<file path="src/rtl/fodr_pkg.sv">
// Shared constants, tables, state type and unit command type for the odometry block.
`default_nettype none
package fodr_pkg;

  localparam int CORDIC_STEPS = 16;
  localparam int CORDIC_N     = (CORDIC_STEPS < 24) ? CORDIC_STEPS : 24;
  localparam int CORDIC_CW    = $clog2(CORDIC_N);

  localparam int XW     = 34;
  localparam int DIV_NW = 64;
  localparam int DIV_DW = 32;
  localparam int DIV_CW = $clog2(DIV_NW);
  localparam int SQ_W   = 64;

  localparam logic signed [XW-1:0] PI_Q29      = 34'sd1686629713;
  localparam logic signed [XW-1:0] HALF_PI_Q29 = 34'sd843314857;
  localparam logic signed [XW-1:0] GAIN_Q30    = 34'sd652032874;

  localparam logic signed [18:0] PI_Q13     = 19'sd25736;
  localparam logic signed [18:0] TWO_PI_Q13 = 19'sd51472;

  localparam logic CFG_ANGLE_THRESHOLD = 1'b0;
  localparam logic CFG_MIN_WHEEL_SPEED = 1'b1;

  localparam logic [14:0] ANGLE_THRESHOLD_RST = 15'd1430;
  localparam logic [14:0] MIN_WHEEL_SPEED_RST = 15'd41;

  typedef enum logic [4:0] {
    S_IDLE, S_DOT, S_NPROD, S_SQ1, S_SQ1W, S_DIVQ, S_QQ, S_SQ2, S_SQ2W, S_CV,
    S_SIG, S_EXP, S_SDIV, S_SDIVW, S_BLEND, S_YAW, S_YAW1, S_WRAP, S_TRIG,
    S_TRIGW, S_P0, S_P1, S_P2, S_P3, S_P4, S_DONE
  } fodr_state_t;

  typedef struct packed {
    logic start;
    logic vec_mode;
  } fodr_cordic_cmd_t;

  function automatic logic signed [XW-1:0] atan_q29(input logic [4:0] i);
    logic signed [XW-1:0] v;
    case (i)
      5'd0:  v = 34'sd421657428;
      5'd1:  v = 34'sd248918915;
      5'd2:  v = 34'sd131521918;
      5'd3:  v = 34'sd66762579;
      5'd4:  v = 34'sd33510844;
      5'd5:  v = 34'sd16771757;
      5'd6:  v = 34'sd8387925;
      5'd7:  v = 34'sd4194219;
      5'd8:  v = 34'sd2097141;
      5'd9:  v = 34'sd1048575;
      5'd10: v = 34'sd524288;
      5'd11: v = 34'sd262144;
      5'd12: v = 34'sd131072;
      5'd13: v = 34'sd65536;
      5'd14: v = 34'sd32768;
      5'd15: v = 34'sd16384;
      5'd16: v = 34'sd8192;
      5'd17: v = 34'sd4096;
      5'd18: v = 34'sd2048;
      5'd19: v = 34'sd1024;
      5'd20: v = 34'sd512;
      5'd21: v = 34'sd256;
      5'd22: v = 34'sd128;
      5'd23: v = 34'sd64;
      default: v = '0;
    endcase
    return v;
  endfunction

  function automatic logic [29:0] exp_neg_q30(input logic [3:0] k);
    logic [29:0] v;
    case (k)
      4'd0:  v = 30'd1073610760;
      4'd1:  v = 30'd1073479712;
      4'd2:  v = 30'd1073217664;
      4'd3:  v = 30'd1072693760;
      4'd4:  v = 30'd1071646719;
      4'd5:  v = 30'd1069555701;
      4'd6:  v = 30'd1065385899;
      4'd7:  v = 30'd1057095000;
      4'd8:  v = 30'd1040706261;
      4'd9:  v = 30'd1008687096;
      4'd10: v = 30'd947573834;
      4'd11: v = 30'd836230973;
      4'd12: v = 30'd651257337;
      4'd13: v = 30'd395007542;
      4'd14: v = 30'd145315154;
      default: v = '0;
    endcase
    return v;
  endfunction

endpackage
`default_nettype wire

</file>
<file path="src/rtl/fodr_div.sv">
// Iterative restoring divider, one quotient bit per cycle.
`default_nettype none
module fodr_div (
  input  wire logic                        clk,
  input  wire logic                        rst_n,
  input  wire logic                        start,
  input  wire logic [fodr_pkg::DIV_NW-1:0] num,
  input  wire logic [fodr_pkg::DIV_DW-1:0] den,
  output logic                             done,
  output logic [fodr_pkg::DIV_NW-1:0]      quot
);
  import fodr_pkg::*;

  logic [DIV_NW-1:0] quo_r;
  logic [DIV_DW-1:0] rem_r, den_r, rem_nxt;
  logic [DIV_DW:0]   rem_sh, rem_sub;
  logic [DIV_CW-1:0] cnt_r;
  logic              busy_r, done_r, ge;

  assign rem_sh  = {rem_r, quo_r[DIV_NW-1]};
  assign ge      = rem_sh >= {1'b0, den_r};
  assign rem_sub = rem_sh - {1'b0, den_r};
  assign rem_nxt = ge ? rem_sub[DIV_DW-1:0] : rem_sh[DIV_DW-1:0];

  always_ff @(posedge clk) begin
    if (!rst_n) begin
      busy_r <= 1'b0;
      done_r <= 1'b0;
    end else if (start) begin
      busy_r <= 1'b1;
      done_r <= 1'b0;
    end else if (busy_r) begin
      busy_r <= cnt_r != DIV_CW'(DIV_NW - 1);
      done_r <= cnt_r == DIV_CW'(DIV_NW - 1);
    end else begin
      done_r <= 1'b0;
    end
  end

  always_ff @(posedge clk) begin
    if (start) begin
      quo_r <= num;
      den_r <= den;
      rem_r <= '0;
      cnt_r <= '0;
    end else if (busy_r) begin
      quo_r <= {quo_r[DIV_NW-2:0], ge};
      rem_r <= rem_nxt;
      cnt_r <= cnt_r + 1'b1;
    end
  end

  assign done = done_r;
  assign quot = quo_r;
endmodule
`default_nettype wire

</file>
<file path="config.mk">
export PLATFORM = sky130hd
export DESIGN_NAME = fodr_div
export DESIGN_NICKNAME = d
export VERILOG_FILES = /design/src/rtl/fodr_pkg.sv /design/src/rtl/fodr_div.sv
export SDC_FILE = /design/constraint.sdc
export NUM_CORES = 1
export LEC_CHECK = 0
export ABC_AREA = 0
export ABC_CLOCK_PERIOD_IN_PS = 4250
export BUFFER_PORTS_ARGS = -buffer_cell sky130_fd_sc_hd__clkbuf_2
export CAP_MARGIN = 20
export CORE_ASPECT_RATIO = 1.2
export CORE_UTILIZATION = 42
export CTS_CLUSTER_DIAMETER = 100
export DETAILED_ROUTE_END_ITERATION = 16
export SYNTH_ARGS = -nofsm -noshare
export SYNTH_HDL_FRONTEND = slang
export SYNTH_SLANG_ARGS = --single-unit
</file>
<file path="constraint.sdc">
create_clock -name clk -period 4.25 [get_ports clk]
set_input_delay 0.6375 -clock clk [delete_from_list [all_inputs] [get_ports clk]]
set_output_delay 0.6375 -clock clk [all_outputs]
set_load 0.01 [all_outputs]
</file>
# == Word level (Yosys, flattened, before mapping) ==
# Cells that the tools add are included.
# word_totals
elab_cells,20
regBits,136
out_inout_bits,65
input_bits,99
# op_classes
mux,5
order_cmp,1
n_reduce_logical,2
addsub,2
n_eq_ne,2
bitwise_logic,2
# op_table
op,count
64-bit two-way mux,2
33-bit by 32-bit >= comparator with 1-bit output,1
32-bit two-way mux,1
32-bit subtractor,1
"6-bit by 1-bit adder with 6-bit output, second input constant",1
"6-bit equality test, second input constant",1
"6-bit inequality test, second input constant",1
3-bit OR reduction,1
1-bit two-way mux,2
1-bit NOT,2
2-bit nonzero test,1

# == Logic depth before layout (Yosys ltp) ==
# depth
ltp_word,3
depth_mapped,13
depth_no_buf,11

# == Least setup slack after synthesis ==
# No wires, ideal clock.
# synth_timing
kind,in2reg
from,input start
to,"register quo_r[0] (netlist: quot[0]), enable pin"
n_path_buf,2
arrival_time_ns,2.537
setup_ns,0.418
setup_slack_ns,1.295
path_stages,4
required_time_ns,3.832
path_cell_list,clkbuf_1 nor2_1 clkbuf_1 inv_1
# synth_via
elab_chain_cells,1
# synth_rtl
element,line,text
from (decl),fodr_div.sv:6,"input wire logic start,"
2-bit nonzero test (no line),n/a,
to (signal assigned),fodr_div.sv:42,quo_r <= num;
to (signal assigned),fodr_div.sv:47,"quo_r <= {quo_r[DIV_NW-2:0], ge};"
to (decl),fodr_div.sv:14,logic [DIV_NW-1:0] quo_r;
# Every way passes these cells.
# A chain may end at the register's enable or synchronous reset.

# == Final worst setup path ==
# layout_timing
from,register den_r[21]
to,register rem_r[17]
# layout_via
elab_chain_cells,2
# layout_rtl
element,line,text
from (decl),fodr_div.sv:15,"logic [DIV_DW-1:0] rem_r, den_r, rem_nxt;"
from (signal assigned),fodr_div.sv:43,den_r <= den;
33-bit by 32-bit >= comparator with 1-bit output,fodr_div.sv:21,"assign ge = rem_sh >= {1'b0, den_r};"
32-bit two-way mux,fodr_div.sv:23,assign rem_nxt = ge ? rem_sub[DIV_DW-1:0] : rem_sh[DIV_DW-1:0];
to (signal assigned),fodr_div.sv:48,rem_r <= rem_nxt;
to (decl),fodr_div.sv:15,
# Every way passes these cells.

==> impl_metrics.tcl <==
set metrics [dict create \
    synth-async-reset-ratio_pct 0 \
    hold_path.class "input pin to flip-flop" \
    worstPathRequired_ns 4.58 \
    post_cts_resized 0 \
    startpoint_type "flip-flop" \
    drt_first_iter_violations 381 \
    drc 0 \
    critical_path.slowest_cell "or2_1" \
    powerDensity_nw_per_um2 409 \
    path_delay_family "compound AO/OA/AOI/OAI gates" \
    finalCritPeriodShare_pct 75.1 \
    drv_cap 0 \
    hold_viol 0 \
    diodes 0 \
    grt_max_degree 65 \
    synth_top_area_share_pct 39.4 \
    synth_cell_types 63 \
    fin_nets 934 \
    worst_slack_ns 1.06 \
    syn_area_um2 7320 \
    clkSinkCount 136 \
    max_freq_ghz 0.313 \
    core_um2 17000 \
    yosysWarnings 0 \
    leakage_nw 3.77 \
    layout_min_cycle_time_ns 3.19 \
    fin_skew_ns 0.00820 \
    firstDrtPassIters 5 \
    hold_buffers 0 \
    synth_most_common_cell "edfxtp_1" \
    yosys-top-cells-area "edfxtp_1 39%, dfxtp_1 11%, mux2_2 9.8%" \
    relSlewSlack_pct 45.5 \
    path_cells "inv_1 -> ha_1 -> a21oi_1 -> inv_1 -> a311oi_1 -> o21ai_1 -> nor4_4 -> or2_1 -> buf_8 -> nand2_2 -> a311oi_2" \
    drive_gt1_share_pct 35.6 \
    num_rows 52 \
    clk_latency_ns 0.43 \
    wl_mm 18.1 \
    vias_per_cell 5.45 \
    post_cts_buffers 0 \
    dp_hpwl_mm 12.8 \
    grt-ovfl-total 0 \
    portBuffers 163 \
    ys_top_cells_by_count "96 x edfxtp_1, 64 x mux2_2, 43 x nor2_1, 40 x dfxtp_1, 40 x inv_1" \
    critPathMaxStageDelay_ns 0.54 \
    htree_levels 4 \
    swShare_pct 26.8 \
    synthCells 642 \
    combPwrFrac_pct 15.5 \
    fp.dieArea_um2 18000 \
    yosys.area.top_type "edfxtp_1" \
    p_switching_uw 973 \
    dp_slack_ns 0.828 \
    power_mw 3.64 \
    tns_ns 0 \
    met2_length_mm 8.72 \
    route.met3.wl_mm 1.35 \
    num_io_pins 164 \
    setup.worst_path.end_class "flip-flop" \
    cts_tree "yes" \
    slew_violations 0 \
    clockBufferDepth 2 \
    setup_violations 0 \
    routed-via-count 5618 \
    critPathMaxFanout 13 \
    synth_flop_cell "edfxtp_1" \
    grt_pass1_vias 5859 \
    dieWidth_um 123 \
    intPower_mw 2.66 \
    cts_buffers 17 \
    ant_nets 0 \
    synth-edff-count 96 \
    clockPowerShare_pct 40.4 \
    gp_congestion 0.881 \
    antenna_found_initial 0 \
    avgSynthCellArea_um2 11.4 \
    seqPwrFrac_pct 44.1 \
    vdd_drop_max_v 0.000300 \
    wl_per_cell_um 17.6 \
    holdWs_ns 0.387 \
    placed_area_um2 8300 \
    cp_num_buf_inv 3 \
    syn-num-nets 775 \
    rsz0062_at_grt "no" \
    ys_seq_elements 136 \
    m1WireLength_mm 7.63 \
    fp.dieH_um 147 \
    syn_to_final_growth_pct 21.6 \
    grt_usage_pct 21.1 \
    ys_seq_area_share_pct 50.3 \
    root_buffer "clkbuf_16" \
    initial_core_util_pct 43.1 \
    fin_area_um2 8900 \
    top_layer_used "met4" \
    clk_pin_slew_worst_paths_ns 0.06 \
    arrival_ns 3.52 \
    crit_top_cell "inv_1" \
    grt_pass1_wl_mm 29.1 \
    worst_pin_slew_ns 0.818 \
    critPathKind "flip-flop to flip-flop" \
    status "finished clean" \
]
## power by group through the flow
| stage | combinational [mW] | clock (mW) | sequential, mW |
|---|---|---|---|
| 3_3_place_gp | 0.556 | 0 | 1.63 |
| 2_1_floorplan | 0.336 | 0 | 1.65 |
| 3_5_place_dp | 0.565 | 0 | 1.63 |
| 4_1_cts | 0.567 | 1.50 | 1.61 |
| 5_1_grt | 0.620 | 1.55 | 1.62 |
| 6_report | 0.565 | 1.47 | 1.60 |
## layout by cell type, fill, tap and decap left out, types with 17 or more instances in the layout
| cell type | netlist | routed |
|---|---|---|
| clkbuf_2 | 1 | 162 |
| edfxtp_1 | 96 | 96 |
| mux2_2 | 64 | 64 |
| nor2_1 | 43 | 42 |
| dfxtp_1 | 40 | 40 |
| inv_1 | 40 | 39 |
| nand2_1 | 37 | 37 |
| ha_1 | 33 | 33 |
| a21oi_1 | 29 | 29 |
| o21ai_0 | 25 | 25 |
| clkbuf_16 | 0 | 17 |
## state kept, by name, indices dropped and copies added (netlist names)
signal,cells
quot,64
den_r,32
rem_r,32
cnt_r,6
busy_r,1
done,1
## worst reg2reg max path, delay by kind of cell (launching register included)
family | cells | cell delay [ns]
DFF | 1 | 0.33
and+or+nand+nor | 3 | 0.96
buffers and inverters | 3 | 0.38
adders and majority gates | 1 | 0.38
AOI/OAI and AO/OA | 4 | 1.07
## layer usage
metal  global-route usage [%]  up-vias
met2                     34.4      189
met4                     8.54        0
met5                        0        -
met3                     6.99       37
met1                     25.2     2669
li1                         -     2723
## logic make-up after synthesis
| family | count (synthesis) | share of synthesized area, % |
|---|---|---|
| muxes | 77 | 11.6 |
| buffers and inverters | 71 | 4.22 |
| adders and majority gates | 34 | 5.92 |
| DFF | 136 | 50.3 |
| AOI/OAI and AO/OA | 133 | 13.0 |
| xor gates and xnor gates | 28 | 3.35 |
| and+or+nand+nor | 163 | 11.5 |
## final cells by class
| cell class | instances | area, um2 |
|---|---|---|
| Clock inverter | 14 | 148 |
| Clock buffer | 18 | 429 |
| Inverter | 40 | 150 |
| Timing Repair Buffer | 171 | 890 |
| Multi-Input combinational cell | 435 | 3330 |
| Fill cell | 1530 | 8080 |
| Sequential cell | 136 | 3680 |
| Tap cell | 216 | 270 |
## through the flow
step	instances	util, %
finish	1030	52.4
global placement	996	48.9
global route	1030	52.4
detailed placement	996	48.9
CTS	1028	52.2
floorplan	642	-
## path summary, 6_finish.rpt
kind                    end  slack, ns       from  cells past startpoint
hold reg to reg    rem_r[2]       0.49   rem_r[2]                      2
setup / recovery  rem_r[17]       1.06  den_r[21]                     11
setup reg to reg  rem_r[17]       1.06  den_r[21]                     11
hold / removal    den_r[26]       0.39    den[26]                      1
(Power assumes the default switching activity.)
