File: src/rtl/fodr_pkg.sv
// Shared constants, tables, state type and unit command type for the odometry block.
`default_nettype none
package fodr_pkg;

  localparam int CORDIC_STEPS = 16;
  localparam int CORDIC_N     = (CORDIC_STEPS < 24) ? CORDIC_STEPS : 24;
  localparam int CORDIC_CW    = $clog2(CORDIC_N);

  localparam int XW     = 34;
  localparam int DIV_NW = 64;
  localparam int DIV_DW = 32;
  localparam int DIV_CW = $clog2(DIV_NW);
  localparam int SQ_W   = 64;

  localparam logic signed [XW-1:0] PI_Q29      = 34'sd1686629713;
  localparam logic signed [XW-1:0] HALF_PI_Q29 = 34'sd843314857;
  localparam logic signed [XW-1:0] GAIN_Q30    = 34'sd652032874;

  localparam logic signed [18:0] PI_Q13     = 19'sd25736;
  localparam logic signed [18:0] TWO_PI_Q13 = 19'sd51472;

  localparam logic CFG_ANGLE_THRESHOLD = 1'b0;
  localparam logic CFG_MIN_WHEEL_SPEED = 1'b1;

  localparam logic [14:0] ANGLE_THRESHOLD_RST = 15'd1430;
  localparam logic [14:0] MIN_WHEEL_SPEED_RST = 15'd41;

  typedef enum logic [4:0] {
    S_IDLE, S_DOT, S_NPROD, S_SQ1, S_SQ1W, S_DIVQ, S_QQ, S_SQ2, S_SQ2W, S_CV,
    S_SIG, S_EXP, S_SDIV, S_SDIVW, S_BLEND, S_YAW, S_YAW1, S_WRAP, S_TRIG,
    S_TRIGW, S_P0, S_P1, S_P2, S_P3, S_P4, S_DONE
  } fodr_state_t;

  typedef struct packed {
    logic start;
    logic vec_mode;
  } fodr_cordic_cmd_t;

  function automatic logic signed [XW-1:0] atan_q29(input logic [4:0] i);
    logic signed [XW-1:0] v;
    case (i)
      5'd0:  v = 34'sd421657428;
      5'd1:  v = 34'sd248918915;
      5'd2:  v = 34'sd131521918;
      5'd3:  v = 34'sd66762579;
      5'd4:  v = 34'sd33510844;
      5'd5:  v = 34'sd16771757;
      5'd6:  v = 34'sd8387925;
      5'd7:  v = 34'sd4194219;
      5'd8:  v = 34'sd2097141;
      5'd9:  v = 34'sd1048575;
      5'd10: v = 34'sd524288;
      5'd11: v = 34'sd262144;
      5'd12: v = 34'sd131072;
      5'd13: v = 34'sd65536;
      5'd14: v = 34'sd32768;
      5'd15: v = 34'sd16384;
      5'd16: v = 34'sd8192;
      5'd17: v = 34'sd4096;
      5'd18: v = 34'sd2048;
      5'd19: v = 34'sd1024;
      5'd20: v = 34'sd512;
      5'd21: v = 34'sd256;
      5'd22: v = 34'sd128;
      5'd23: v = 34'sd64;
      default: v = '0;
    endcase
    return v;
  endfunction

  function automatic logic [29:0] exp_neg_q30(input logic [3:0] k);
    logic [29:0] v;
    case (k)
      4'd0:  v = 30'd1073610760;
      4'd1:  v = 30'd1073479712;
      4'd2:  v = 30'd1073217664;
      4'd3:  v = 30'd1072693760;
      4'd4:  v = 30'd1071646719;
      4'd5:  v = 30'd1069555701;
      4'd6:  v = 30'd1065385899;
      4'd7:  v = 30'd1057095000;
      4'd8:  v = 30'd1040706261;
      4'd9:  v = 30'd1008687096;
      4'd10: v = 30'd947573834;
      4'd11: v = 30'd836230973;
      4'd12: v = 30'd651257337;
      4'd13: v = 30'd395007542;
      4'd14: v = 30'd145315154;
      default: v = '0;
    endcase
    return v;
  endfunction

endpackage
`default_nettype wire

File: src/rtl/fodr_cordic.sv
// Iterative CORDIC, vectoring or rotation, one micro-rotation per cycle.
`default_nettype none
module fodr_cordic (
  input  wire logic                              clk,
  input  wire logic                              rst_n,
  input  wire fodr_pkg::fodr_cordic_cmd_t        cmd,
  input  wire logic signed [fodr_pkg::XW-1:0]    x0,
  input  wire logic signed [fodr_pkg::XW-1:0]    y0,
  input  wire logic signed [fodr_pkg::XW-1:0]    z0,
  output logic                                   done,
  output logic signed [fodr_pkg::XW-1:0]         x,
  output logic signed [fodr_pkg::XW-1:0]         y,
  output logic signed [fodr_pkg::XW-1:0]         z
);
  import fodr_pkg::*;

  logic signed [XW-1:0] x_r, y_r, z_r, xs, ys, at;
  logic [CORDIC_CW-1:0] i_r;
  logic                 busy_r, done_r, vec_r, up, last;

  assign xs   = x_r >>> i_r;
  assign ys   = y_r >>> i_r;
  assign at   = atan_q29(5'(i_r));
  assign up   = vec_r ? !y_r[XW-1] : z_r[XW-1];
  assign last = i_r == CORDIC_CW'(CORDIC_N - 1);

  always_ff @(posedge clk) begin
    if (!rst_n) begin
      busy_r <= 1'b0;
      done_r <= 1'b0;
    end else if (cmd.start) begin
      busy_r <= 1'b1;
      done_r <= 1'b0;
    end else if (busy_r) begin
      busy_r <= !last;
      done_r <= last;
    end else begin
      done_r <= 1'b0;
    end
  end

  always_ff @(posedge clk) begin
    if (cmd.start) begin
      x_r   <= x0;
      y_r   <= y0;
      z_r   <= z0;
      vec_r <= cmd.vec_mode;
      i_r   <= '0;
    end else if (busy_r) begin
      x_r <= up ? x_r + ys : x_r - ys;
      y_r <= up ? y_r - xs : y_r + xs;
      z_r <= up ? z_r + at : z_r - at;
      i_r <= i_r + 1'b1;
    end
  end

  assign done = done_r;
  assign x    = x_r;
  assign y    = y_r;
  assign z    = z_r;
endmodule
`default_nettype wire

File: config.mk
export PLATFORM = sky130hd
export DESIGN_NAME = fodr_cordic
export DESIGN_NICKNAME = d
export VERILOG_FILES = /design/src/rtl/fodr_pkg.sv /design/src/rtl/fodr_cordic.sv
export SDC_FILE = /design/constraint.sdc
export NUM_CORES = 1
export LEC_CHECK = 0
export ABC_AREA = 1
export ABC_CLOCK_PERIOD_IN_PS = 4100
export BUFFER_PORTS_ARGS = -buffer_cell sky130_fd_sc_hd__buf_4
export CAP_MARGIN = 25
export CELL_PAD_IN_SITES_DETAIL_PLACEMENT = 2
export CELL_PAD_IN_SITES_GLOBAL_PLACEMENT = 2
export CORE_MARGIN = 5
export CORE_UTILIZATION = 29
export DETAILED_ROUTE_END_ITERATION = 8
export GPL_TIMING_DRIVEN = 0
export PLACE_DENSITY_LB_ADDON = 0.15
export SETUP_SLACK_MARGIN = 0.02
export SYNTH_ARGS = -nofsm -noshare
export SYNTH_HDL_FRONTEND = slang
export SYNTH_SLANG_ARGS = --single-unit
File: constraint.sdc
create_clock -name clk -period 4.1 [get_ports clk]
set_input_delay 0.41 -clock clk [delete_from_list [all_inputs] [get_ports clk]]
set_output_delay 0.41 -clock clk [all_outputs]
set_load 0.005 [all_outputs]
==> Word level (Yosys, flattened, before mapping) <==
Memory sizes are Yosys's and may differ from the RTL's. A register that Yosys moved wholly into a read port is not among the register bits.
Cells that the tools add are included.
{ "word_totals": {"ff_bits": 109, "mem_bits_ro": 464, "inputBits": 106, "out_inout_bits": 103, "wordCells": 38, "mem_count": 1} }
{ "mem_list": {"columns": ["memory", "words", "width", "read_ports", "rd_ports_with_merged_regs", "write_ports", "line", "source"], "rows": [
  ["(name not given)", 16, 29, 1, 1, 0, "fodr_pkg.sv:41", "case (i)"]
]} }
{ "op_classes": {"add_sub_neg": 7, "n_eq_ne": 1, "n_shift": 2, "mux": 14, "n_bitwise": 2, "reduce_logical": 4} }
{ "op_table": {"columns": ["cell", "count"], "rows": [
  ["$mux W34", 9],
  ["$add A34 B34 Y34", 3],
  ["$sub A34 B34 Y34", 3],
  ["$sshr A34 B4 Y34", 2],
  ["$mux W4", 2],
  ["$add A4 B1 Y4 const B", 1],
  ["$eq A4 B4 Y1 const B", 1],
  ["$mux W1", 3],
  ["$reduce_or A3 Y1", 1],
  ["$logic_not A1 Y1", 2],
  ["$not A1 Y1", 2],
  ["$reduce_bool A2 Y1", 1]
]} }

==> Longest topological paths before layout <==
Gate-level depths: netlist of the first run.
{ "logic_depth": {"ltp_word": 5, "depth_mapped": 33, "ltp_nobuf": 30} }

==> Least setup slack after synthesis of the first run <==
No wires, ideal clock.
{ "synth_timing": {"path_type": "register to register", "startpoint": "register i_r[0]", "endpoint": "register x_r[25] (netlist: x[25]), data pin", "arrival_time_ns": 3.790, "required_time_ns": 3.846, "slack_ns": 0.056, "stages_incl_launch_ff": 29, "n_path_buf": 3, "period_less_slack_ns": 4.044, "path_cell_list": "dfxtp_1 -> buf_4 -> inv_4 -> buf_6 -> buf_6 -> nand2_1 -> nand3_1 -> nand3_1 -> nand3_1 -> nand2_1 -> ha_1 -> nand3_2 -> nor2_4 -> nand3_2 -> or3_1 -> nand2_1 -> nand2_1 -> nand2_1 -> inv_1 -> ha_1 -> a21o_1 -> a21oi_1 -> o21ai_0 -> or2_2 -> a21oi_1 -> o21bai_1 -> or2_2 -> nand3_1 -> nand2_1"} }
{ "synth_via": {"elab_chain_len": 5} }
{ "synth_lines": {"columns": ["element", "line", "source"], "rows": [
  ["start: declaration", "fodr_cordic.sv:18", "logic [CORDIC_CW-1:0] i_r;"],
  ["start signal: assignment", "fodr_cordic.sv:53", "i_r <= i_r + 1'b1;"],
  ["$sshr A34 B4 Y34 *", "fodr_cordic.sv:22", "assign ys = y_r >>> i_r;"],
  ["$sub A34 B34 Y34 or $add A34 B34 Y34 (tied branches)", "fodr_cordic.sv:50", "x_r <= up ? x_r + ys : x_r - ys;"],
  ["$mux W34 *", "fodr_cordic.sv:50", null],
  ["$mux W34 *", "fodr_cordic.sv:49", "end else if (busy_r) begin"],
  ["$mux W34 *", "fodr_cordic.sv:43", "if (cmd.start) begin"],
  ["end signal: assignment", "fodr_cordic.sv:50", null],
  ["end: declaration", "fodr_cordic.sv:17", "logic signed [XW-1:0] x_r, y_r, z_r, xs, ys, at;"]
]} }
Every way passes the cells marked *; elsewhere a longest branch is shown, timed or not. The select of a mux whose other input is x is not followed.
A chain may end at the register's enable or synchronous reset.

==> Worst setup path in the final report of the first run <==
{ "layout_timing": {"startpoint": "register i_r[0]", "endpoint": "register x_r[28] (netlist: x[28]), data pin"} }
Same word-level chain as after synthesis.

==> flow_summary.toml, run 1 <==
[status]
status = "finished with violations"
violations = "negative setup slack"

[logic_synthesis]
synthArstFlopShare_pct = 0
synth_fp_nets = 2939
synth.area.mux_share_pct = 0
synth_top_family_by_area = "simple AND/OR/NAND/NOR gates"
netlist_area_um2 = 16900
synth.distinct_cells = 57
synth_compound_area_share_pct = 12.8
synth-xor-area-share_pct = 4.66
synth_edf_count = 103
ys.flop_type = "edfxtp_1"
synth_top_area_share_pct = 18.3
netlist_instances = 2718
ys_ff_latch = 137
yosys.area_share.simple_pct = 44.0
syn_area_per_cell_um2 = 6.22
seq_area_frac_synth_pct = 22.3
synth-warning-count = 0
synth_area_leaders = "edfxtp_1 18%, nand2_1 18%, nand3_1 14%"
synth_fa_ha_area_share_pct = 8.64
synth_top_area_cell = "edfxtp_1"

[global_route]
antenna_found_initial = 1
grt_pass1_wl_mm = 143
grt_pass1_vias = 22800
overflow = 0
grt_use_total_pct = 29.6
grt_max_degree = 61

[drt]
drt_iter0_markers = 1105
wirelength_mm = 106
post_drt_wl_per_cell_um = 27.4
drc = 0
dr.pass1.iters = 5
vias = 21800
postRouteAntennaNets = 0
viasPerCell = 5.61

[clocking]
cts.clk_slew.worst_paths_ns = 0.07
cts_sinks = 137
cts_root_buf = "clkbuf_16"
clock_latency_ns = 0.51
cts_buffers = 17
clock_path_buffers = 2
hold_buffers = 0
cts_tree = "yes"
htree_levels = 4

[worst_setup_path]
critPathMaxStageDelay_ns = 0.36
arrival_ns = 4.85
r2r_slack_ns = -0.51
end_kind = "flip-flop"
required_ns = 4.34
rr_worst_depth = 25
r2r_end = "x[28]"
critPathMaxFanout = 6
critPathKind = "reg2reg"
crit_slowest_cell = "dfxtp_2"
worstReg2RegStart = "i_r[0]"
cp-start-kind = "flip-flop"

[place]
placed_cells = 3698
gp_congestion = 0.946
pre_cts_ws_ns = -2.22
io_buffers = 208
dp_hpwl_mm = 76.4

[final_layout]
multiInputGateArea_um2 = 15800
fillers = 6652
synthToLayoutAreaGrowth_pct = 51.6
fin_cells = 3884
fin_util_pct = 44.4
layout-drive-gt1-share_pct = 40.7
nets = 3327
seq_area_um2 = 3780
final_common_cell = "nand2_1"
antennaDiodeCount = 0
final_cell_mix = "646 x nand2_1, 357 x buf_4, 314 x nand3_1"

[timing]
fin_crit_ns = 4.61
setup_slack_ns = -0.515
maxSlewHeadroom_pct = 24.5
fin_crit_sh_pct = 113
slew_viol_final = 0
tightest_slew_ns = 1.13
setup_tns_ns = -12.37
final.setup_skew_ns = 0.0198
setup_viol_count_final = 40
hold_viol_final = 0
rsz0062_at_grt = "yes"
max_freq_mhz = 217

[flow_run]
drv_cap = 0

[worst_hold_path]
whs_endpoint = "vec_r"
hold_depth = 1
min-delay-start = "cmd[0]"
hold_path_class = "in2reg"

[die]
io-pin-count = 209
die-area_um2 = 63200
num_rows = 88
die_y_um = 251
die_w_um = 251
core-area_um2 = 57700
start_util_pct = 29.3
## cells by family (layout without fill, tap and decap cells)
family | count (synthesis) | count (layout)
AO/OA/AOI/OAI | 375 | 375
XOR/XNOR | 90 | 90
adder cells (fa/ha/maj) | 115 | 115
buffers and inverters | 313 | 714
flip-flops | 137 | 137
AND/OR/NAND/NOR | 1688 | 1688
## how the worst max path moves through the flow
stage | startpoint | endpoint | slack (ns)
floorplan | i_r[0] | x[25] | 0.06
global placement | y[33] | x[24] | -2.04
detailed placement | y[33] | x[24] | -2.22
CTS | i_r[0] | y[25] | -0.30
global route | i_r[0] | x[28] | -0.68
finish | i_r[0] | x[28] | -0.51
## state kept, by name (all words and copies together) (netlist names)
signal	flops
busy_r	1
z	34
i_r	4
at	28
vec_r	1
y	34
done	1
x	34
## synth_stat cells, types with 29 or more instances
library cell and n:
or2_2 67, clkbuf_1 39, nor3_1 29, ha_1 112, a21oi_1 165, nand2_2 29
dfxtp_1 34, nand2_1 821, nand3_1 458, xnor2_1 40, nor2_1 216, inv_1 206
xor2_1 50, edfxtp_1 103, o21ai_0 100
## per-stage QoR
stage | instance area [um2] | hold slack, ns
after floorplan | 16900 | 0.503
after global placement | 19400 | 0.585
after detailed placement | 19600 | 0.592
after CTS | 22500 | 0.0502
after global routing | 25600 | 0.0628
final | 25600 | 0.0853
## cell type report
type,count,area share [%]
Tap cell,765,3.73
Inverter,219,3.28
Clock inverter,10,0.283
Sequential cell,137,14.7
Clock buffer,22,2.07
Buffer,93,2.68
Multi-Input combinational cell,2268,61.6
Timing Repair Buffer,370,11.6
## routing by layer
metal  part of all wire, %  wire, um  track usage [%]  vias up
met5                 0.012        13                0        -
met4                   5.4      5690             11.1        2
met3                   4.5      4780             4.86      213
met2                    48     50700             50.4      584
met1                    42     45100             37.8    11100
li1                      -         -                -     9938
## worst max-delay path: cells and delay by family, from the launching register on
kind,cells,cell delay [ns]
adder cells (fa/ha/maj),1,0.32
AO/OA/AOI/OAI,5,0.88
flip-flops,1,0.36
buffers and inverters,5,0.69
AND/OR/NAND/NOR,13,1.80
XOR/XNOR,1,0.29
## repair_timing
| action | in CTS | in global routing |
|---|---|---|
| gates cloned | 1 | 4 |
| setup endpoints to repair | 96 | 65 |
| pin swaps | 84 | 178 |
| resized for setup | 464 | 567 |
| setup buffers | 64 | 86 |
Power of run 1 is not shown: default switching activity piles up to over one toggle a cycle in this logic, so the estimate is an artifact.
==> inputs of run 2 (changes only) <==
SETUP_SLACK_MARGIN = 0.2   (was 0.02)
==> flow_summary.toml, run 2 (synthesized netlist as in run 1, its figures left out) <==
[timing]
fin_crit_sh_pct = 111
fin_crit_ns = 4.55
maxSlewHeadroom_pct = 25.9
slew_viol_final = 0
setup_slack_ns = -0.451
setup_viol_count_final = 41
rsz0062_at_grt = "yes"
tightest_slew_ns = 1.11
final.setup_skew_ns = 0.0230
hold_viol_final = 0
max_freq_mhz = 220

[clocking]
cts.clk_slew.worst_paths_ns = 0.08
cts_root_buf = "clkbuf_16"
htree_levels = 4
clock_path_buffers = 2
clock_latency_ns = 0.52
cts_buffers = 17
cts_sinks = 137
cts_tree = "yes"

[drt]
viasPerCell = 5.65
drt_iter0_markers = 1289
drc = 0
post_drt_wl_per_cell_um = 27.3
dr.pass1.iters = 7
vias = 22100
postRouteAntennaNets = 0
wirelength_mm = 107

[worst_setup_path]
crit_start = "i_r[0]"
required_ns = 4.37
r2r_slack_ns = -0.45
worstReg2RegStart = "i_r[0]"
critPathMaxFanout = 7
arrival_ns = 4.82
end_kind = "flip-flop"
r2r_end = "x[33]"
timing.critical_path.mode_cell = "nand2_1"
critPathKind = "reg2reg"
rr_worst_depth = 30
crit_slowest_cell = "ha_1"
crit_path_end = "x[33]"
cp-start-kind = "flip-flop"
critPathMaxStageDelay_ns = 0.44

[final_layout]
synthToLayoutAreaGrowth_pct = 52.8
final_common_cell = "nand2_1"
nets = 3347
layout-drive-gt1-share_pct = 41.2
fin_cells = 3907
fillers = 6633
final_cell_mix = "649 x nand2_1, 366 x buf_4, 324 x nand3_1"

[global_route]
grt_max_degree = 62
antenna_found_initial = 2
grt_pass1_vias = 22900
overflow = 0
grt_use_total_pct = 29.2
grt_pass1_wl_mm = 142

[place]
dp_hpwl_mm = 75.6
gp_congestion = 0.998
placed_cells = 3700
io_buffers = 208

[die]
io-pin-count = 209
core-area_um2 = 57700
die_y_um = 251
die-area_um2 = 63200
start_util_pct = 29.3
die_w_um = 251
num_rows = 88

[status]
status = "finished with violations"
violations = "negative setup slack"

[worst_hold_path]
hold_path_class = "in2reg"
hold_depth = 1

[flow_run]
drv_cap = 0
-- run 2: cell type report --
cell class	instances	area, um2	area share [%]
repair buffers	391	3220	12.5
well taps	765	957	3.70
multi-input cells	2268	15700	60.9
diodes	3	7.51	0.0291
inverters	219	843	3.26
clock buffers	18	439	1.70
clock inverters	14	128	0.494
plain buffers	92	738	2.86
flip-flops and latches	137	3780	14.6
-- run 2: worst min path at each step --
stage | startpoint | end | slack, ns
5_1_grt | cmd[0] | vec_r | 0.06
3_3_place_gp | busy_r | done | 0.57
3_5_place_dp | cmd[0] | vec_r | 0.59
2_1_floorplan | busy_r | done | 0.50
6_report | cmd[0] | vec_r | 0.07
4_1_cts | cmd[0] | vec_r | 0.04
-- run 2: timing repair --
action,in CTS,in global routing
hold buffers,0,0
endpoints found under the setup margin,96,70
gates cloned,0,5
pin swaps,87,170
setup buffers,74,94
resized for setup,502,540
-- run 2: metal layers --
layer | wire (um) | share of wire [%] | track usage (%) | vias up
li1 | - | - | - | 10000
met1 | 44500 | 42 | 38.1 | 11300
met2 | 52400 | 49 | 50.4 | 628
met3 | 4820 | 4.5 | 3.46 | 192
met4 | 4810 | 4.5 | 9.87 | 0
met5 | 0 | 0 | 0 | -
-- run 2: critical path: cells and delay by family, from the launching register on --
kind | cells | cell delay, ns
adder cells (fa/ha/maj) | 2 | 0.59
AND/OR/NAND/NOR | 18 | 2.16
buffers and inverters | 8 | 0.95
flip-flops | 1 | 0.35
XOR/XNOR | 1 | 0.15
AO/OA/AOI/OAI | 1 | 0.10
-- run 2: through the flow --
stage	worst slack [ns]	utilization (%)	area, um2	setup TNS [ns]	hold slack [ns]
global route	-0.645	44.8	25800	-16.64	0.0591
CTS	-0.421	39.5	22800	-5.87	0.0414
floorplan	0.180	-	16900	0	0.503
finish	-0.451	44.8	25800	-11.61	0.0732
global placement	-1.84	33.7	19500	-206.04	0.569
detailed placement	-1.96	34.0	19600	-99.20	0.590
Power of run 2 is left out for the same reason.
