`src/rtl/fodr_pkg.sv`:
```
// Shared constants, tables, state type and unit command type for the odometry block.
`default_nettype none
package fodr_pkg;

  localparam int CORDIC_STEPS = 16;
  localparam int CORDIC_N     = (CORDIC_STEPS < 24) ? CORDIC_STEPS : 24;
  localparam int CORDIC_CW    = $clog2(CORDIC_N);

  localparam int XW     = 34;
  localparam int DIV_NW = 64;
  localparam int DIV_DW = 32;
  localparam int DIV_CW = $clog2(DIV_NW);
  localparam int SQ_W   = 64;

  localparam logic signed [XW-1:0] PI_Q29      = 34'sd1686629713;
  localparam logic signed [XW-1:0] HALF_PI_Q29 = 34'sd843314857;
  localparam logic signed [XW-1:0] GAIN_Q30    = 34'sd652032874;

  localparam logic signed [18:0] PI_Q13     = 19'sd25736;
  localparam logic signed [18:0] TWO_PI_Q13 = 19'sd51472;

  localparam logic CFG_ANGLE_THRESHOLD = 1'b0;
  localparam logic CFG_MIN_WHEEL_SPEED = 1'b1;

  localparam logic [14:0] ANGLE_THRESHOLD_RST = 15'd1430;
  localparam logic [14:0] MIN_WHEEL_SPEED_RST = 15'd41;

  typedef enum logic [4:0] {
    S_IDLE, S_DOT, S_NPROD, S_SQ1, S_SQ1W, S_DIVQ, S_QQ, S_SQ2, S_SQ2W, S_CV,
    S_SIG, S_EXP, S_SDIV, S_SDIVW, S_BLEND, S_YAW, S_YAW1, S_WRAP, S_TRIG,
    S_TRIGW, S_P0, S_P1, S_P2, S_P3, S_P4, S_DONE
  } fodr_state_t;

  typedef struct packed {
    logic start;
    logic vec_mode;
  } fodr_cordic_cmd_t;

  function automatic logic signed [XW-1:0] atan_q29(input logic [4:0] i);
    logic signed [XW-1:0] v;
    case (i)
      5'd0:  v = 34'sd421657428;
      5'd1:  v = 34'sd248918915;
      5'd2:  v = 34'sd131521918;
      5'd3:  v = 34'sd66762579;
      5'd4:  v = 34'sd33510844;
      5'd5:  v = 34'sd16771757;
      5'd6:  v = 34'sd8387925;
      5'd7:  v = 34'sd4194219;
      5'd8:  v = 34'sd2097141;
      5'd9:  v = 34'sd1048575;
      5'd10: v = 34'sd524288;
      5'd11: v = 34'sd262144;
      5'd12: v = 34'sd131072;
      5'd13: v = 34'sd65536;
      5'd14: v = 34'sd32768;
      5'd15: v = 34'sd16384;
      5'd16: v = 34'sd8192;
      5'd17: v = 34'sd4096;
      5'd18: v = 34'sd2048;
      5'd19: v = 34'sd1024;
      5'd20: v = 34'sd512;
      5'd21: v = 34'sd256;
      5'd22: v = 34'sd128;
      5'd23: v = 34'sd64;
      default: v = '0;
    endcase
    return v;
  endfunction

  function automatic logic [29:0] exp_neg_q30(input logic [3:0] k);
    logic [29:0] v;
    case (k)
      4'd0:  v = 30'd1073610760;
      4'd1:  v = 30'd1073479712;
      4'd2:  v = 30'd1073217664;
      4'd3:  v = 30'd1072693760;
      4'd4:  v = 30'd1071646719;
      4'd5:  v = 30'd1069555701;
      4'd6:  v = 30'd1065385899;
      4'd7:  v = 30'd1057095000;
      4'd8:  v = 30'd1040706261;
      4'd9:  v = 30'd1008687096;
      4'd10: v = 30'd947573834;
      4'd11: v = 30'd836230973;
      4'd12: v = 30'd651257337;
      4'd13: v = 30'd395007542;
      4'd14: v = 30'd145315154;
      default: v = '0;
    endcase
    return v;
  endfunction

endpackage
`default_nettype wire

```
`src/rtl/fodr_isqrt.sv`:
```
// Iterative integer square root, two operand bits per cycle.
`default_nettype none
module fodr_isqrt (
  input  wire logic                      clk,
  input  wire logic                      rst_n,
  input  wire logic                      start,
  input  wire logic [fodr_pkg::SQ_W-1:0] op,
  output logic                           done,
  output logic [fodr_pkg::SQ_W/2-1:0]    root
);
  import fodr_pkg::*;

  logic [SQ_W-1:0] n_r, res_r, bit_r, sum, n_nxt, res_nxt;
  logic            busy_r, done_r, ge;

  assign sum     = res_r + bit_r;
  assign ge      = n_r >= sum;
  assign n_nxt   = ge ? n_r - sum : n_r;
  assign res_nxt = ge ? (res_r >> 1) + bit_r : res_r >> 1;

  always_ff @(posedge clk) begin
    if (!rst_n) begin
      busy_r <= 1'b0;
      done_r <= 1'b0;
    end else if (start) begin
      busy_r <= 1'b1;
      done_r <= 1'b0;
    end else if (busy_r) begin
      busy_r <= !bit_r[0];
      done_r <= bit_r[0];
    end else begin
      done_r <= 1'b0;
    end
  end

  always_ff @(posedge clk) begin
    if (start) begin
      n_r   <= op;
      res_r <= '0;
      bit_r <= {2'b01, {(SQ_W-2){1'b0}}};
    end else if (busy_r) begin
      n_r   <= n_nxt;
      res_r <= res_nxt;
      bit_r <= bit_r >> 2;
    end
  end

  assign done = done_r;
  assign root = res_r[SQ_W/2-1:0];
endmodule
`default_nettype wire

```
`config.mk`:
```
export PLATFORM = sky130hd
export DESIGN_NAME = fodr_isqrt
export DESIGN_NICKNAME = d
export VERILOG_FILES = /design/src/rtl/fodr_pkg.sv /design/src/rtl/fodr_isqrt.sv
export SDC_FILE = /design/constraint.sdc
export NUM_CORES = 1
export LEC_CHECK = 0
export BUFFER_PORTS_ARGS = -buffer_cell sky130_fd_sc_hd__buf_2
export CORE_MARGIN = 4
export CORE_UTILIZATION = 45
export DETAILED_ROUTE_END_ITERATION = 10
export SYNTH_ARGS = -nofsm -noshare
export SYNTH_HDL_FRONTEND = slang
export SYNTH_SLANG_ARGS = --single-unit
```
`constraint.sdc`:
```
create_clock -name clk -period 7.62 [get_ports clk]
set_clock_uncertainty 0.2 [all_clocks]
set_input_delay 1.524 -clock clk [delete_from_list [all_inputs] [get_ports clk]]
set_output_delay 1.524 -clock clk [all_outputs]
set_load 0.005 [all_outputs]
```
Word-level counts from Yosys, hierarchy flattened:

Cells that the tools add are included.
W data, S select, Z words.

* bits in registers: 162
* input bits: 67
* output and inout port bits: 33
* word-level logic and storage cells: 22

* add/subtract/negate cells: 3
* $lt $le $gt $ge: 1
* muxes and demuxes: 6
* bitwise operators: 2
* reduce and logical (&&, ||, !) cells: 5

Operator list (number)
* $mux W64: 4
* $add A63 B63 Y64: 1
* $add A64 B63 Y64: 1
* $ge A64 B64 Y1: 1
* $sub A64 B64 Y64: 1
* $reduce_bool A2 Y1: 2
* $reduce_or A3 Y1: 1
* $mux W1: 2
* $not A1 Y1: 2
* $reduce_and A2 Y1: 1
* $logic_not A1 Y1: 1

Depth between registers and ports, before layout:

Gate-level depths: netlist (run 1).

* depth after elaboration: 5
* depth in mapped cells: 27
* mapped depth without buffers: 23

Worst setup path after synthesis (run 1):

OpenSTA, ideal clock, no wires.

* path kind: flip-flop to flip-flop
* start point: register bit_r[0]
* end point: register n_r[0], enable pin
* library setup time: 693 ps
* arrival: 5495 ps
* required time: 6727 ps
* path slack: 1232 ps
* cell stages (with the launch flop): 23
* path buffers: 1
* clock period less this slack: 6388 ps
* cell sequence: dfxtp_1 ha_1 ha_1 a211oi_1 o31ai_1 a221oi_1 a21oi_1 a221oi_1 o21bai_1 nand4_1 a21boi_0 o311ai_1 xor2_1 ha_1 clkbuf_1 and2_1 a221o_1 o21ai_0 nand3b_1 a21oi_1 a21bo_2 nand3_1 nand2_1

* longest elaborated chain between the ends: 4

Ends and longest elaborated chain
* from (decl): RTL line fodr_isqrt.sv:13 `logic [SQ_W-1:0] n_r, res_r, bit_r, sum, n_nxt, res_nxt;`
* from (signal assigned): RTL line fodr_isqrt.sv:40 `bit_r <= {2'b01, {(SQ_W-2){1'b0}}};`
* from (signal assigned): RTL line fodr_isqrt.sv:44 `bit_r <= bit_r >> 2;`
* $add A64 B63 Y64: RTL line fodr_isqrt.sv:16 `assign sum = res_r + bit_r;`
* $ge A64 B64 Y1: RTL line fodr_isqrt.sv:17 `assign ge = n_r >= sum;`
* $reduce_bool A2 Y1 (no source line)
* $reduce_and A2 Y1 (no source line)
* to (signal assigned): RTL line fodr_isqrt.sv:38 `n_r <= op;`
* to (signal assigned): RTL line fodr_isqrt.sv:42 `n_r <= n_nxt;`
* to (decl): RTL line fodr_isqrt.sv:13

No other way between the ends.
A chain may end at the register's enable or synchronous reset.

Final worst setup path (run 1):

* start point: register bit_r[0]
* end point: register res_r[33]

* longest elaborated chain between the ends: 3
* elaborated cells on any way between the ends: 4
* those cells by class: add/sub (2); order compare (1); mux (1)

Ends and longest elaborated chain
* $add A64 B63 Y64: RTL line fodr_isqrt.sv:16
* $ge A64 B64 Y1: RTL line fodr_isqrt.sv:17
* $mux W64 *: RTL line fodr_isqrt.sv:19 `assign res_nxt = ge ? (res_r >> 1) + bit_r : res_r >> 1;`
* to (signal assigned): RTL line fodr_isqrt.sv:43 `res_r <= res_nxt;`
* to (decl): RTL line fodr_isqrt.sv:13

Every way passes the cells marked *; elsewhere a longest branch is shown, timed or not.

==> results of run 1 <==
## final cells by class
class	instances	area share (%)
timing repair buffer	111	3.73
multi-input combinational	1631	64.9
tap	448	3.39
clock inverter	12	0.537
clock buffer	20	2.90
sequential	162	23.5
inverter	45	1.02
## sequential cells by signal, indices dropped and copies added (netlist names)
| name | flops |
|---|---|
| n_r | 64 |
| busy_r | 1 |
| res_r | 64 |
| bit_r | 32 |
| done | 1 |
## worst reg2reg max path, delay by kind of cell (launching register included)
| kind | cells | cell delay (ps) |
|---|---|---|
| compound gates | 14 | 3690 |
| xor+xnor | 2 | 290 |
| fa+ha+maj | 3 | 790 |
| buf+inv | 2 | 590 |
| flops | 1 | 350 |
| simple gates | 4 | 920 |
## final timing paths
| kind | cells past startpoint | slack (ps) | start | to |
|---|---|---|---|---|
| max | 25 | 730 | bit_r[0]$_SDFFE_PP0P_ | res_r[33]$_SDFFE_PP0P_ |
| min | 2 | 310 | res_r[0]$_SDFFE_PP0P_ | res_r[0]$_SDFFE_PP0P_ |
| max reg2reg | 25 | 730 | bit_r[0]$_SDFFE_PP0P_ | res_r[33]$_SDFFE_PP0P_ |
| min reg2reg | 2 | 310 | res_r[0]$_SDFFE_PP0P_ | res_r[0]$_SDFFE_PP0P_ |
## layer usage
layer / track usage, % / vias up
met5: 0 / -
li1: - / 7281
met3: 3.01 / 58
met1: 32.3 / 6800
met2: 40.5 / 366
met4: 7.68 / 0
## power by group
group          switching (mW)  internal [mW]
Clock                   0.408          0.461
Combinational            2.17           1.40
Sequential              0.220           1.22
## through the flow
step,total power [mW],setup WS (ps),hold WS (ps)
final,5.88,735,314
after global routing,6.34,221,336
after CTS,5.85,802,310
after detailed placement,4.97,833,304
after global placement,4.95,965,299
after floorplan,4.16,1230,251
## synth_stat cells (42+ instances only)
library cell / instances
nor2_1: 182
nand2_1: 211
ha_1: 130
a31oi_1: 54
a21o_1: 53
inv_1: 44
a21oi_1: 145
edfxtp_1: 64
o21ai_0: 172
clkbuf_1: 84
a211oi_1: 42
xor2_1: 65
dfxtp_1: 98
nand4_1: 43
xnor2_1: 89
mux2i_1: 49
## cell families (layout without fill, tap and decap cells)
logic type,count (synthesis),after routing,synth area share [%]
AO/OA/AOI/OAI,648,648,26.9
AND/OR/NAND/NOR,641,641,19.4
buffers and inverters,186,188,5.56
flip-flops,162,162,25.1
XOR/XNOR,154,154,8.72
adder cells (fa/ha/maj),131,131,10.6
multiplexers,57,57,3.75
==> summary.md, run 1 <==
The run finished with clean final reports. The biggest area contributor in the post-synthesis netlist is dfxtp_1. The classification of the worst-slack hold path is register to register. The share of the synthesized area in the top cell type came out at 12.7%. Number of pins with negative max-slew slack in the final report: 0. The maximum clock insertion buffer count is 2.

TritonCTS buffer count: 17. Cell type group with the largest total delay on the critical path: compound AO/OA/AOI/OAI gates. The run gives 1979 as the gate count after technology mapping. Across every metal layer, demand over resource in global routing totals 24.1%.

The final count of negative-setup-slack endpoints came out at 0. Clock tree synthesis found a total of 162 sinks. The area of combinational cells with multiple inputs was 10700 um2; the vertical die dimension was 193 um. The run gives 0 as the number of nets still failing antenna checks after routing. The placed cell count was 2397; the clock transition at the register clock pins on the worst setup and hold paths after CTS was 70 ps. Required arrival time at the worst endpoint: 7790 ps.

The top-level I/O count is 100, and the layout filler cell count is 3378. The floorplan has 67 rows. The placed instances occupy a cell area of 16000 um2. For the pin with the worst max-slew slack, the measured transition is 847 ps.

For this run, the register share of the synthesized area comes to 25.1%. Dividing the detail-routed via count by the number of cells gives 5.97. Post-CTS setup-driven buffer insertion count: 0. The first global-routing pass estimated 74.1 mm of wire.

By area the synthesized netlist is led by dfxtp_1, edfxtp_1, ha_1. The number of iterations in the first detailed-routing pass was 5. The tools report the initial antenna violation count as 0. The most common cell after layout, fill and taps aside was nand2_1. TritonCTS built the clock tree. After detailed routing, the number of remaining DRC violations is 0.

Based on the critical path, the design can be clocked at up to 0.145 GHz. The tool flagged a number of max-cap violations equal to 0. The total number of yosys warnings was 0; the register area was 3890 um2. In this run the worst path has a maximum fanout of 45. Counting every net in the synthesized netlist gives 2177.

The number of buffers and inverters on the critical path is 2. On the worst path, the slowest cell contributes a delay of 440 ps. The via count of the first global-routing pass was 13500. In the layout the commonest cells are nand2_1, nor2_1, o21ai_0. The final count of hold timing violations came out at 0.

Cell at the slowest stage of the critical path: a221oi_1. The amount of wire on met2 after detailed routing was 22.1 mm. For this run the aggregate overflow at the end of global routing stands at 0. For this design the static power due to leakage is 6.43 nW. The combined area of all synthesized cells is 15500 um2, and the post-route standard cell area excluding fillers is 16500 um2. The kind of end point of the critical path is a register. The number of flops mapped to enable cells by yosys works out to 64. The run gives 33700 um2 as the core outline area. Hold repair after CTS inserted 0 buffers. The highest metal layer with signal wires was met4.

Across all layers, the routed design uses 14500 vias. The logs give 36.2 mm for the HPWL after detailed placement and 21.5 mm for the detailed-route wire length on metal 1. In this run, post-CTS repair resized a total of 0 instances. The cell area power density is 355 nW/um2. After the flow finishes, the layout carries non-filler instances totaling 2429. The run gives 43.5% as the max-slew headroom at the worst pin. Cells with a size suffix above 1 make up 9.64% of the layout.

Async set-or-reset flop fraction in the synthesized netlist: 0%. Dividing the detail-routed wire length by the instance count gives 19.3 um. At the worst endpoint, the arrival time is 7050 ps. The wire length on met3 was 2.09 mm.

Once layout is complete, the utilization of the core stands at 49.1%. The die width came out at 193 um. The maximum VDD drop came out at 0.194 mV.

In this run, synthesis produced a sequential element count of 162. Setup total negative slack on the finished layout was measured at 0 ps. The die covers 37400 um2. Number of H-tree levels: 4.

Cell at the root of the clock tree: clkbuf_16. By startpoint and endpoint, the worst setup path is classified as register to register. For this block, the routed nets add up to 47.0 mm of wire. The count of buffers added on input and output ports is 99.

At the end of routability-driven placement, the weighted congestion stood at 0.920. Entering global routing, the biggest net connects 91 pins. The layout net count was 2166; the relative area change from synthesis to final layout was 6.88%. The number of antenna diodes in the final layout is 0.

Setup repair after global routing left no endpoint under its margin. The clock reaches the later pin of the worst-skew pair after 460 ps. Top flip-flop cell by instance count after synthesis: dfxtp_1.

Once the floorplan was initialized, standard cells occupied 45.9% of the core. The run gives 1191 as the detailed router's first-iteration violation count. Of the available clock period, the critical path in the final layout requires 90.4%.

Startpoint class of the critical path: a register. The clock period could shrink to 6890 ps. The most prevalent standard cell on the critical path was ha_1.

Yosys mapped the design onto 86 distinct sky130hd cell types. After synthesis, the mean cell area works out to 7.82 um2.
No activity file was read; power rests on OpenSTA's default activity.
==> run 2, diff against run 1 <==
Settings changed: CELL_PAD_IN_SITES_DETAIL_PLACEMENT set to 1, CELL_PAD_IN_SITES_GLOBAL_PLACEMENT set to 1, PLACE_DENSITY_LB_ADDON set to 0.1.
==> summary.md, run 2 (same netlist as run 1, synthesis figures left out) <==
The CTS sink count came out at 162 (unchanged). The port buffer count is 99 (unchanged). The post-route clock period utilization is 91.6% (+1.2 points), and the fraction of layout instances using a drive strength above 1 is 9.95% (+0.31 points).

The mean routed wirelength per cell was 21.5 um (+11%). Detailed-route DRC error count: 0 (unchanged). The layout filler cell count came out at 4237 (+25%). The library cells used most frequently in the layout, excluding fill and tap cells, are nand2_1, nor2_1, o21ai_0.

The final setup TNS is 0 ps (unchanged). Routed wire length: 52.4 mm (+12%). The detailed router's first-iteration violation count was 875 (-27%); the wire length on met3 was 1.60 mm (-24%). The internal reg-to-reg setup slack is 640 ps (-90 ps).

Traced cell by cell, the critical path runs through ha_1 -> ha_1 -> a211oi_1 -> o31ai_1 -> buf_4 -> a221oi_1 -> a21oi_1 -> a221oi_1 -> o21bai_1 -> nand4_1 -> a21boi_0 -> o311ai_1 -> xor2_1 -> ha_1 -> and2_1 -> a221o_1 -> o21ai_0 -> nand3b_1 -> a21oi_1 -> a21bo_2 -> nand3_1 -> nand2_2 -> buf_4. The initial antenna violation count was 0 (unchanged); the overall track demand over capacity in global routing was 27.0% (+2.9 points). The slowest stage of the critical path belongs to the cell a211oi_1. For the overall power, the log shows 6.06 mW (+3.2%). Arrival time at the worst endpoint: 6980 ps (-70 ps). The max-slew headroom at the worst pin was 34.9% (-8.7 points); the fraction of power spent switching nets was 48.2% (+0.61 points). The startpoint identified for the worst register-to-register timing path is bit_r[0]$_SDFFE_PP0P_. The highest metal layer with signal wires was met4.

The number of nets still failing antenna checks after routing was 0 (unchanged); the switching power of the nets was 2.92 mW (+4.5%). The relative area change from synthesis to final layout came out at 7.41%. The tools report the number of hold-repair buffers added at the cts stage as 0 (unchanged). The highest clock frequency the design can meet came out at 0.143 GHz (-1.3%). Number of standard-cell rows in the floorplan: 67 (unchanged). In this run the most critical hold path is launched from res_r[0]$_SDFFE_PP0P_. The classification of the worst-slack hold path is register to register. End point of the most critical hold path: res_r[0]$_SDFFE_PP0P_. The number of H-tree levels came out at 4 (unchanged).

The clock transition at the register clock pins on the worst setup and hold paths after CTS is 70 ps (about the same). The tools report the register share of total power as 24.0% (-0.6 points). The most prevalent standard cell on the critical path is ha_1.

The run gives 0 (unchanged) as the max capacitance violation total. The die width was 193 um (unchanged); the core outline area was 33700 um2 (unchanged). In the final layout, the registers with the most flip-flops are n_r x64, res_r x64, bit_r x32.

The transition at the pin with the smallest max-transition slack is 967 ps (+120 ps), and the longest individual stage delay on the worst path is 460 ps (+20 ps). The tools report the maximum VDD drop as 0.239 mV (+24%). The kind of end point of the critical path was a register. Time the worst path needs with I/O delays and setup: 6980 ps (+91.7 ps). The wire length of the first global-routing pass was 83.4 mm (+13%). The total die area was 37400 um2 (unchanged). The number of diodes added for antenna fixing was 0 (unchanged); the vertical die dimension was 193 um (unchanged). The run gives 2 (unchanged) as the maximum clock insertion buffer count. The tools report the cell at the root of the clock tree as clkbuf_16. The maximum fanout along the worst path is 14 (-69%), and the effective utilization at floorplan is 45.9% (unchanged).

The residual overflow from global routing was 0 (unchanged). The via count normalized by instance count works out to 6.13 (+2.7%). The flow ran to the end, and the final reports show no timing, DRC or antenna violations. Required arrival time at the worst endpoint: 7620 ps (-170 ps). The endpoint identified for the worst register-to-register timing path is n_r[60]$_DFFE_PP_.

The number of iterations in the first detailed-routing pass came out at 5 (unchanged). The logs give 0 (unchanged) for the final count of hold timing violations and 40.7 mm (+13%) for the HPWL after detailed placement. TritonCTS built the clock tree. Kind of critical path: register to register.

The routed via count is 14900 (+3.1%), and the hold path depth is 2 (unchanged). The pin count of the biggest net entering global routing is 76 (-16%). For the final count of negative-setup-slack endpoints, the log shows 0 (unchanged). Setup repair after global routing left no endpoint under its margin. The run gives 26.0 mm (+17%) as the amount of wire on met2 after detailed routing.

The cell area power density was 365 nW/um2 (+2.7%). The static leakage power came out at 6.48 nW (+0.70%). Internal portion of total power: 3.14 mW (+2.0%). The layout net count is 2174 (+0.37%). The startpoint class of the critical path is a register. The tools report the weighted congestion at the end of routability-driven global placement as 0.905 (-1.7%). The clock power share was 14.8% (about the same); the quantity of gates resized following cts was 0 (unchanged). The part of the power in combinational logic is 61.3% (+0.7 points), and the depth of the most critical reg-to-reg path is 23 (-8.0%). The run gives 0 (unchanged) as the number of pins with negative max-slew slack in the final report. Top-level I/O count: 100 (unchanged). Leaving out fill and tap cells, the most frequent cell in the layout is nand2_1.

For the TritonCTS buffer count, the log shows 17 (unchanged). The post-CTS setup-driven buffer insertion count is 0 (unchanged), and the clock latency at the later pin of the worst-skew pair is 460 ps (about the same). The logs give 23.6 mm (+10%) for the detailed-route wire length on metal 1 and 15300 (+13%) for the via count of the first global-routing pass.
-- run 2: cell count changes in the layout (fill, tap and decap cells not counted), sizes merged --
cell / before / now
bufinv: 0 / 1
clkinvlp: 0 / 1
inv: 51 / 47
clkbuf: 20 / 22
buf: 111 / 119
-- run 2: how the worst max path moves through the flow --
| stage | startpoint | end | cells after the start | slack (ps) |
|---|---|---|---|---|
| detailed placement | bit_r[0]$_SDFFE_PP0P_ | n_r[62]$_DFFE_PP_ | 23 | 770 |
| global route | bit_r[0]$_SDFFE_PP0P_ | n_r[63]$_DFFE_PP_ | 19 | 220 |
| floorplan | bit_r[0]$_SDFFE_PP0P_ | n_r[0]$_DFFE_PP_ | 22 | 1230 |
| CTS | bit_r[0]$_SDFFE_PP0P_ | n_r[62]$_DFFE_PP_ | 23 | 700 |
| finish | bit_r[0]$_SDFFE_PP0P_ | n_r[60]$_DFFE_PP_ | 23 | 640 |
| global placement | bit_r[0]$_SDFFE_PP0P_ | n_r[63]$_DFFE_PP_ | 19 | 900 |
-- run 2: final cells by class --
type / instances / area, um2 / area share (%)
inverters: 45 / 169 / 1.02
flip-flops and latches: 162 / 3890 / 23.4
repair buffers: 119 / 677 / 4.07
well taps: 448 / 561 / 3.37
clock buffers: 22 / 497 / 2.99
clock inverters: 10 / 93.8 / 0.565
multi-input cells: 1631 / 10700 / 64.6
-- run 2: stage by stage --
step / cells / hold slack (ps) / area (um2) / setup WS, ps / utilization (%)
after floorplan: 1979 / 251 / 15500 / 1230 / -
after global placement: 2405 / 301 / 16000 / 901 / 47.6
after detailed placement: 2405 / 301 / 16000 / 773 / 47.6
after CTS: 2437 / 309 / 16600 / 703 / 49.3
after global routing: 2437 / 350 / 16600 / 224 / 49.3
final: 2437 / 310 / 16600 / 643 / 49.3
-- run 2: per-layer routing --
layer	GRT usage, %	vias up
met5	0	-
met4	7.34	0
met3	3.70	61
met2	47.4	267
met1	34.9	7343
li1	-	7278
-- run 2: power by group through the flow --
| stage | combinational [mW] | clock, mW | sequential, mW |
|---|---|---|---|
| after global routing | 4.09 | 0.951 | 1.48 |
| final | 3.71 | 0.895 | 1.45 |
| after global placement | 3.56 | 0 | 1.46 |
| after floorplan | 2.82 | 0 | 1.35 |
| after CTS | 3.68 | 0.915 | 1.45 |
| after detailed placement | 3.67 | 0 | 1.46 |
-- run 2: critical path: cells and delay by family, from the launching register on --
kind | cells | cell delay [ps]
AOI/OAI and AO/OA | 12 | 3380
adders and majority gates | 3 | 800
DFF | 1 | 360
and+or+nand+nor | 5 | 1220
buffers and inverters | 2 | 550
xor gates and xnor gates | 1 | 200
==> run 3, diff against run 2 <==
Settings changed: RECOVER_POWER set to 50.
==> summary.md, run 3 (same netlist as run 1, synthesis figures left out) <==
The run finished, with violations left. The final reports fail on max-capacitance violations, max-slew violations. The TritonCTS buffer count was 17 (unchanged); the number of H-tree levels was 4 (unchanged). The number of pins with negative max-slew slack in the final report is 164 (+164), and the mean routed wirelength per cell is 21.5 um (-0.13%).

Routed wire length: 52.3 mm (-0.13%). Most common cell after layout, fill and taps aside: nand2_1. The required arrival time at the worst endpoint was 7670 ps (+50 ps); the cell area power density was 366 nW/um2 (+0.24%). Fraction of met3 tracks used by global routing: 3.70% (unchanged). For the residual overflow from global routing, the log shows 0 (unchanged). For the max-slew headroom at the worst pin, the log shows -70.6% (-110 points). Leaving out fill and tap cells, the most frequent cells in the layout are nand2_1, nor2_1, o21ai_0. Setup repair after global routing left no endpoint under its margin. The layout filler cell count is 4247 (+0.24%), and the maximum fanout along the worst path is 40 (+26). The static leakage power is 6.34 nW (-2.0%). The via count of the first global-routing pass came out at 15300 (unchanged). In this run the most critical hold path is launched from res_r[0]$_SDFFE_PP0P_. The port buffer count was 99 (unchanged). The number of iterations in the first detailed-routing pass is 5 (unchanged). The logs give 0 (unchanged) for the post-CTS setup-driven buffer insertion count and 83.4 mm (unchanged) for the wire length of the first global-routing pass. The effective utilization at floorplan was 45.9% (unchanged); the layout net count was 2174 (unchanged). The post-route standard cell area excluding fillers came out at 16600 um2 (-0.44%). Maximum clock insertion buffer count: 2 (unchanged). The detailed router's first-iteration violation count is 835 (-4.6%), and the die width is 193 um (unchanged). The highest clock frequency the design can meet was 0.141 GHz (-1.8%).

The tools report the number of diodes added for antenna fixing as 0 (unchanged). Cell at the slowest stage of the critical path: a211oi_1. The kind of critical path was register to register. The run gives 0 (unchanged) as the number of nets still failing antenna checks after routing. The routed via count came out at 14900 (-0.39%). The top-level I/O count is 100 (unchanged).

The number of standard-cell rows in the floorplan came out at 67 (unchanged). The max capacitance violation total came out at 3 (+3). The quantity of gates resized following cts is 0 (unchanged), and the clock transition at the register clock pins on the worst setup and hold paths after CTS is 70 ps (about the same).

Fraction of layout instances using a drive strength above 1: 8.25% (-1.7 points). For the final count of negative-setup-slack endpoints, the log shows 0 (unchanged). The root buffer cell chosen for the clock tree is clkbuf_16.

The maximum VDD drop is 0.238 mV (-0.64%). In the final layout, the registers with the most flip-flops are n_r x64, res_r x64, bit_r x32. In this run the critical register-to-register path is launched from bit_r[0]$_SDFFE_PP0P_. In this run the worst setup path begins at bit_r[0]$_SDFFE_PP0P_.

The tools report the CTS sink count as 162 (unchanged). The kind of end point of the critical path is a register. The number of hold-repair buffers added at the cts stage was 0 (unchanged); the vertical die dimension was 193 um (unchanged). The most prevalent standard cell on the critical path is ha_1. The post-route clock period utilization came out at 93.3% (+1.7 points). The tools report the weighted congestion at the end of routability-driven global placement as 0.905 (unchanged).

TritonCTS built the clock tree. The min-delay analysis places its worst path in the category register to register. The longest individual stage delay on the worst path was 460 ps (about the same).

The logs give 3890 um2 (unchanged) for the register area and 0 (unchanged) for the detailed-route DRC error count. The met1 track demand over resource was 34.9% (unchanged). The initial antenna violation count is 0 (unchanged), and the relative area change from synthesis to final layout is 6.94%.

The run gives 460 ps (about the same) as the clock latency at the later pin of the worst-skew pair. The time the worst path needs with I/O delays and setup came out at 7110 ps (+129 ps). The HPWL after detailed placement came out at 40.7 mm (unchanged).

The core outline area is 33700 um2 (unchanged), and the transition at the pin with the smallest max-transition slack is 2560 ps (+1590 ps). Final count of hold timing violations: 0 (unchanged). Via count normalized by instance count: 6.11 (-0.39%). The pin count of the biggest net entering global routing is 76 (unchanged). Total die area: 37400 um2 (unchanged). The logs give 27.0% (unchanged) for the overall track demand over capacity in global routing and 0 ps (unchanged) for the final setup TNS. Standard cell area after detailed placement: 16000 um2 (unchanged). For the area of combinational cells with multiple inputs, the log shows 10700 um2 (about the same).

The worst setup path is launched from a register. The highest-utilization routing layer at the global route stage was met2. The final standard cell utilization of the core is 49.1% (-0.22 points). The fraction of met2 tracks used by global routing was 47.4% (unchanged); the arrival time at the worst endpoint was 7150 ps (+170 ps).
[run 3: report_power, final]
part / switching (mW) / internal [mW] / total, mW
Clock: 0.398 / 0.499 / 0.897
Sequential: 0.229 / 1.23 / 1.45
Combinational: 2.29 / 1.41 / 3.70
Total: 2.92 / 3.13 / 6.05
[run 3: routing by layer]
metal	wire, um	part of all wire [%]	vias up
li1	-	-	7275
met1	23500	45	7302
met2	26100	50	252
met3	1520	2.9	62
met4	1200	2.3	0
met5	0	0	-
[run 3: final timing paths]
check,endpoint,slack (ps),cells after the start
max,res_r[56]$_SDFFE_PP0P_,510,25
min,res_r[0]$_SDFFE_PP0P_,310,2
max reg2reg,res_r[56]$_SDFFE_PP0P_,510,25
min reg2reg,res_r[0]$_SDFFE_PP0P_,310,2
[run 3: stage by stage]
step	instances	setup slack [ps]	hold WS (ps)	total power, mW
after floorplan	1979	1230	251	4.16
after global placement	2405	901	301	5.02
after detailed placement	2405	773	301	5.13
after CTS	2437	703	309	6.05
after global routing	2437	125	352	6.51
final	2437	514	314	6.05
[run 3: worst max-delay path: cells and delay by family (launching register included)]
kind	cells	cell delay [ps]
and+or+nand+nor	5	970
muxes	2	510
adders and majority gates	3	800
buffers and inverters	2	430
xor gates and xnor gates	1	210
AOI/OAI and AO/OA	12	3380
DFF	1	360
[run 3: area by class of cell]
class	instances	area share, %
multi-input cells	1631	64.8
flip-flops and latches	162	23.5
repair buffers	119	3.71
well taps	448	3.39
clock buffers	22	3.00
inverters	45	1.02
clock inverters	10	0.567
